### config.mk
export PLATFORM = sky130hd
export DESIGN_NAME = kwm_ctrl
export DESIGN_NICKNAME = d
export VERILOG_FILES = /design/src/kwm_pkg.sv /design/src/kwm_ctrl.sv
export SDC_FILE = /design/constraint.sdc
export NUM_CORES = 1
export LEC_CHECK = 0
export BUFFER_PORTS_ARGS = -buffer_cell sky130_fd_sc_hd__buf_2
export CORE_AREA = 2 2 39 41
export CTS_BUF_LIST = sky130_fd_sc_hd__clkbuf_4 sky130_fd_sc_hd__clkbuf_8
export DETAILED_ROUTE_END_ITERATION = 8
export DIE_AREA = 0 0 41 43
export GPL_TIMING_DRIVEN = 0
export PLACE_DENSITY_LB_ADDON = 0.25
export RECOVER_POWER = 100
export SLEW_MARGIN = 10
export SYNTH_ARGS = -nofsm -noshare
export SYNTH_HDL_FRONTEND = slang
export SYNTH_SLANG_ARGS = --single-unit
### constraint.sdc
create_clock -name clk -period 2.25 [get_ports clk]
set_clock_uncertainty 0.15 [all_clocks]
set_input_delay 0.1125 -clock clk [delete_from_list [all_inputs] [get_ports clk]]
set_output_delay 0.1125 -clock clk [all_outputs]
set_load 0.05 [all_outputs]
### src/kwm_pkg.sv
package kwm_pkg;

  localparam int LISTS = 8;
  localparam int DEPTH = 64;

  localparam int LW = (LISTS > 1) ? $clog2(LISTS) : 1;
  localparam int CW = $clog2(DEPTH + 1);
  localparam int MW = $clog2(LISTS * DEPTH);
  localparam int TW = $clog2(LISTS * DEPTH + 1);
  localparam int PW = 2 * CW;

  typedef enum logic [1:0] {
    FUNC_APPEND = 2'd0,
    FUNC_POP    = 2'd1,
    FUNC_CLEAR  = 2'd2
  } func_t;

  typedef enum logic [1:0] {
    ST_OK    = 2'd0,
    ST_EMPTY = 2'd1,
    ST_FULL  = 2'd2
  } status_t;

  typedef struct packed {
    logic accept;
    logic clr;
    logic app_rd;
    logic app_wr;
    logic scan;
    logic pop_upd;
    logic load_out;
  } cmd_t;

  typedef struct packed {
    logic scan_done;
    logic out_free;
  } sts_t;

endpackage

### src/kwm_ctrl.sv
module kwm_ctrl (
  input  logic          clk,
  input  logic          rst_n,
  input  logic          in_valid,
  input  logic [1:0]    in_func,
  output logic          in_ready,
  input  kwm_pkg::sts_t sts,
  output kwm_pkg::cmd_t cmd
);
  import kwm_pkg::*;

  typedef enum logic [5:0] {
    S_IDLE   = 6'b000001,
    S_APP_RD = 6'b000010,
    S_APP_WR = 6'b000100,
    S_SCAN   = 6'b001000,
    S_UPD    = 6'b010000,
    S_DONE   = 6'b100000
  } state_t;

  state_t state_r, state_nxt;

  assign in_ready = (state_r == S_IDLE);

  always_comb begin
    state_nxt = state_r;
    cmd       = '0;
    unique case (state_r)
      S_IDLE: begin
        if (in_valid) begin
          cmd.accept = 1'b1;
          case (in_func)
            FUNC_APPEND: state_nxt = S_APP_RD;
            FUNC_POP:    state_nxt = S_SCAN;
            FUNC_CLEAR: begin
              cmd.clr   = 1'b1;
              state_nxt = S_DONE;
            end
            default:     state_nxt = S_DONE;
          endcase
        end
      end
      S_APP_RD: begin
        cmd.app_rd = 1'b1;
        state_nxt  = S_APP_WR;
      end
      S_APP_WR: begin
        cmd.app_wr = 1'b1;
        state_nxt  = S_DONE;
      end
      S_SCAN: begin
        cmd.scan = 1'b1;
        if (sts.scan_done) begin
          state_nxt = S_UPD;
        end
      end
      S_UPD: begin
        cmd.pop_upd = 1'b1;
        state_nxt   = S_DONE;
      end
      S_DONE: begin
        if (sts.out_free) begin
          cmd.load_out = 1'b1;
          state_nxt    = S_IDLE;
        end
      end
      default: state_nxt = S_IDLE;
    endcase
  end

  always_ff @(posedge clk) begin
    if (!rst_n) begin
      state_r <= S_IDLE;
    end else begin
      state_r <= state_nxt;
    end
  end

endmodule

# == Word level (Yosys, flattened, before mapping) ==
# Index checks and enable logic that the tools add are counted.
# word_totals
out_inout_bits,8
reg_bits,6
in_bits,7
# classes
n_eq_ne,11
reduce_logical,3
n_mux,14
# ops
operator,n
6-bit case mux with 5 select lines,1
6-bit two-way mux,3
6-bit case mux with 2 select lines,1
1-bit two-way mux,7
"6-bit by 1-bit == test with 1-bit output, second input constant",1
"6-bit by 2-bit == test with 1-bit output, second input constant",1
"6-bit by 3-bit == test with 1-bit output, second input constant",1
"6-bit by 4-bit == test with 1-bit output, second input constant",1
"6-bit by 5-bit == test with 1-bit output, second input constant",1
"6-bit == test, second input constant",1
"2-bit inequality test, second input constant",3
2-bit two-way mux,2
3-bit AND reduction,1
"2-bit by 1-bit == test with 1-bit output, second input constant",1
"2-bit == test, second input constant",1
2-bit zero test,1
2-bit OR reduction,1

# == Logic depth before layout (Yosys ltp) ==
# logic_depth
depth_word,4
depth_mapped,5

# == Worst setup path after synthesis ==
# Ideal clock, no wire load.
# synth_path
path_kind,register to output
start,register state_r[3]
end,output cmd[5] in the netlist's numbering
stages_incl_launch_ff,6
path_buffers,1
t_arrival_ns,3.090
setup_slack_ns,-1.102
cell_sequence,dfxtp_1 buf_2 or4_1 nor2_1 nand2_1 nor3b_1
# synth_lines
item,line,text
"start, declared",kwm_ctrl.sv:21,"state_t state_r, state_nxt;"
"start signal, assigned",kwm_ctrl.sv:75,state_r <= state_nxt;
"end, declared",kwm_ctrl.sv:8,output kwm_pkg::cmd_t cmd

==> impl_summary.txt <==
----------------------------------------------------
[Outcome]
  Result of the run ... finished clean

[Layout]
  Share of post-route cells with drive strength above 1 ... 0.375
  Net count reported at finish ... 73
  Synth-to-Final Area Change ... 43.5%
  Number of inserted diodes ... 0
  Number of flip-flops in the largest register ... 6
  Biggest registers after layout ... state_r x6
  Biggest register ... state_r
  Fin area ... 557 um^2

[Timing]
  Pins Over Slew Limit ... 0
  Worst slew slack as a fraction of its limit ... 0.792
  Unrepaired setup endpoints after global routing ... no
  Count of final setup violators ... 0
  Final period utilization ... 0.965
  Slew at the pin closest to its max-slew limit ... 308 ps
  Highest attainable clock frequency ... 0.461 GHz
  Final worst setup slack ... 79.2 ps
  Final worst path period need ... about 2200 ps
  Final Hold Fails ... 0

[Setup path]
  Cell count of the worst reg-to-reg path ... 4
  Critical path launch point type ... flop
  Reg2reg start ... state_r[1]
  Buffers plus inverters on the worst setup path ... 2
  Data arrival, critical path ... 1910 ps
  Crit path max-delay cell type ... or4_4
  Top Family by Delay on Critical Path ... simple AND/OR/NAND/NOR gates
  Largest fanout on the critical path ... 8
  Crit Reg-Reg Endpoint ... state_r[5]
  Category of the worst setup path capture point ... primary output
  Crit Path Class ... flop to primary output
  Critical path depth ... 4
  Crit path largest cell delay ... 570 ps
  Endpoint required time on the critical path ... ~2000 ps
  Chain of cells forming the critical path ... or4_4 > or3b_1 > inv_1 > buf_2
  FF-to-FF setup slack ... ~250 ps

[Synthesis]
  Area of the mapped netlist ... 388 um^2
  Post-Synthesis Net Count ... 51
  Mean instance size in the synthesized netlist ... around 9 um^2
  Top-area cell type share of the netlist area ... 0.310
  Sequential area share after synthesis ... 0.310
  Flop and latch count out of synthesis ... 6
  Predominant post-synthesis flop cell ... dfxtp_1
  Number of synthesized flops with an enable pin ... 0
  Async set-reset flop share out of synthesis ... 0
  Post-synth top area cell ... dfxtp_1
  Yosys synthesis warning count ... 0
  Library cells used by synthesis ... 27
  Ranking of synthesized cells by area ... dfxtp_1, nor3b_1, nor4b_1, o21ai_0, or4_1
  Cells after Synth ... 44

[Clock network]
  Root buf cell ... clkbuf_4
  Insertion delay to the later sink of the worst-skew pair ... 240 ps
  Buffers from clock root to sink, at most ... 2
  TritonCTS Buffers ... 3
  Clock-pin slew on the worst setup and hold paths ... 40 ps
  H-Tree Level Count ... 1
  Total setup buffers inserted after CTS ... 0
  TritonCTS clock tree ... done
  Num Clock Sinks ... 6

[Hold path]
  Worst hold path cell count ... 3
  Kind of path behind the tightest hold check ... primary input to flop
  Launch point of the worst hold path ... in_valid
  Hold worst-path end ... state_r[3]

[Detailed routing]
  TritonRoute pass-1 iters ... 4
  Avg Vias per Cell ... 5.26
  Detailed-route wire length per cell ... between 10 and 15 um
  Number of nets still failing antenna checks after routing ... 0
  Number of remaining DRC errors ... 0
  Iteration-0 DRC Markers ... 5
  Via count of the routed design ... about 420
  Wirelength, routed ... roughly 930 um

[Die]
  Num rows ... 14
  Placeable core region ... 1380 um^2
  Die height ... ~43 um
  Die area ... 1760 um^2
  Count of boundary I/O pins ... 15
  Starting utilization of the core area ... 0.280
  Die Wd ... roughly 41 um

[Placed design]
  Worst setup slack after placement ... between 200 and 250 ps
  # port buffers ... 14
  Placer congestion estimate ... 0.731
  Placed standard-cell area ... ~500 um^2
  HPWL after detailed placement ... 684 um

[Global route]
  First-pass GRT wire length ... 1520 um
  Residual overflow from global routing ... 0
  GRT Overall Usage ... 0.137
  Via count of the first global-routing pass ... 378
  Number of antenna violations at the first check in global routing ... 0
  Pin count of the biggest net entering global routing ... 11

[Power and ir drop]
  Peak ir drop on the vdd network ... 0.305 mV
  Total power density per cell area ... 704 nW/um^2
  Total leakage power ... 0.238 nW

[Job]
  # Max-Cap Violations ... 0

----------------------------------------------------
[per-layer routing]
layer | track usage | wire length (um) | part of all wire
met5 | 0 | 0 | 0
met2 | 0.188 | 444 | 0.48
met1 | 0.159 | 402 | 0.43
met4 | 0.140 | 48 | 0.052
met3 | 0.0314 | 33 | 0.036
[worst min-delay path: stages]
cell and delay [ps]:
buf_2 110, nand4b_1 80, a21boi_1 60
[synthesized netlist by cell type, types with 2 or more instances]
cell type,number
nand2_1,2
nor2_1,2
nor4b_1,2
nor3b_1,5
or4_1,2
nor3_1,2
o21ai_0,3
dfxtp_1,6
inv_1,2
[power breakdown]
group	internal, mW	switching, mW
Combinational	0.0593	0.103
Sequential	0.116	0.0156
Clock	0.0603	0.0380
[worst max path at each step]
| stage | end | start | slack, ps |
|---|---|---|---|
| final | cmd[2] | state_r[1] | 80 |
| after global routing | cmd[5] | state_r[3] | 2 |
| after CTS | cmd[5] | state_r[3] | 50 |
| after detailed placement | cmd[5] | state_r[3] | 200 |
| after global placement | cmd[5] | state_r[3] | 230 |
| after floorplan | cmd[3] | state_r[3] | -190 |
[area by class of cell]
class,instances,area [um^2]
Fill cell,134,827
Multi-Input combinational cell,35,275
Clock buffer,3,22.5
Inverter,2,7.51
Sequential cell,6,120
Timing Repair Buffer,17,106
Buffer,1,5.00
Tap cell,16,20.0
[cells by family (layout without fill, tap and decap cells)]
group                     count (synthesis)  count (layout)  share of synthesized area
xor gates and xnor gates                  1               1                     0.0226
buffers and inverters                     3              23                     0.0323
AOI/OAI and AO/OA                         8               8                      0.152
DFF                                       6               6                      0.310
and+or+nand+nor                          26              26                      0.484
[repair_timing]
item,4_1_cts,5_1_grt
endpoints found under the setup margin,1,1
hold endpoints to repair,2,0
hold buffers,3,0
resized for setup,2,1
[per-stage QoR]
stage                util  hold WS [ps]  power, mW  TNS (ps)  cells
global placement    0.363           171      0.286         0     74
detailed placement  0.363           172      0.286         0     74
CTS                 0.405          18.0      0.395         0     80
global route        0.402          22.4      0.418         0     80
finish              0.402          17.5      0.392         0     80
floorplan               -          38.1      0.252      -407     44
[layout by cell type (no fill, tap or decap), types with 2 or more instances in the layout]
cell type and n:
nor4b_1 2, inv_1 2, clkbuf_4 3, nand2_1 2
dfxtp_1 6, nor3_1 2, buf_2 9, o21ai_0 3
dlygate4sd3_1 3, or4_4 2, clkbuf_2 5, nor3b_1 3
Power figures use the tool's default switching activity.
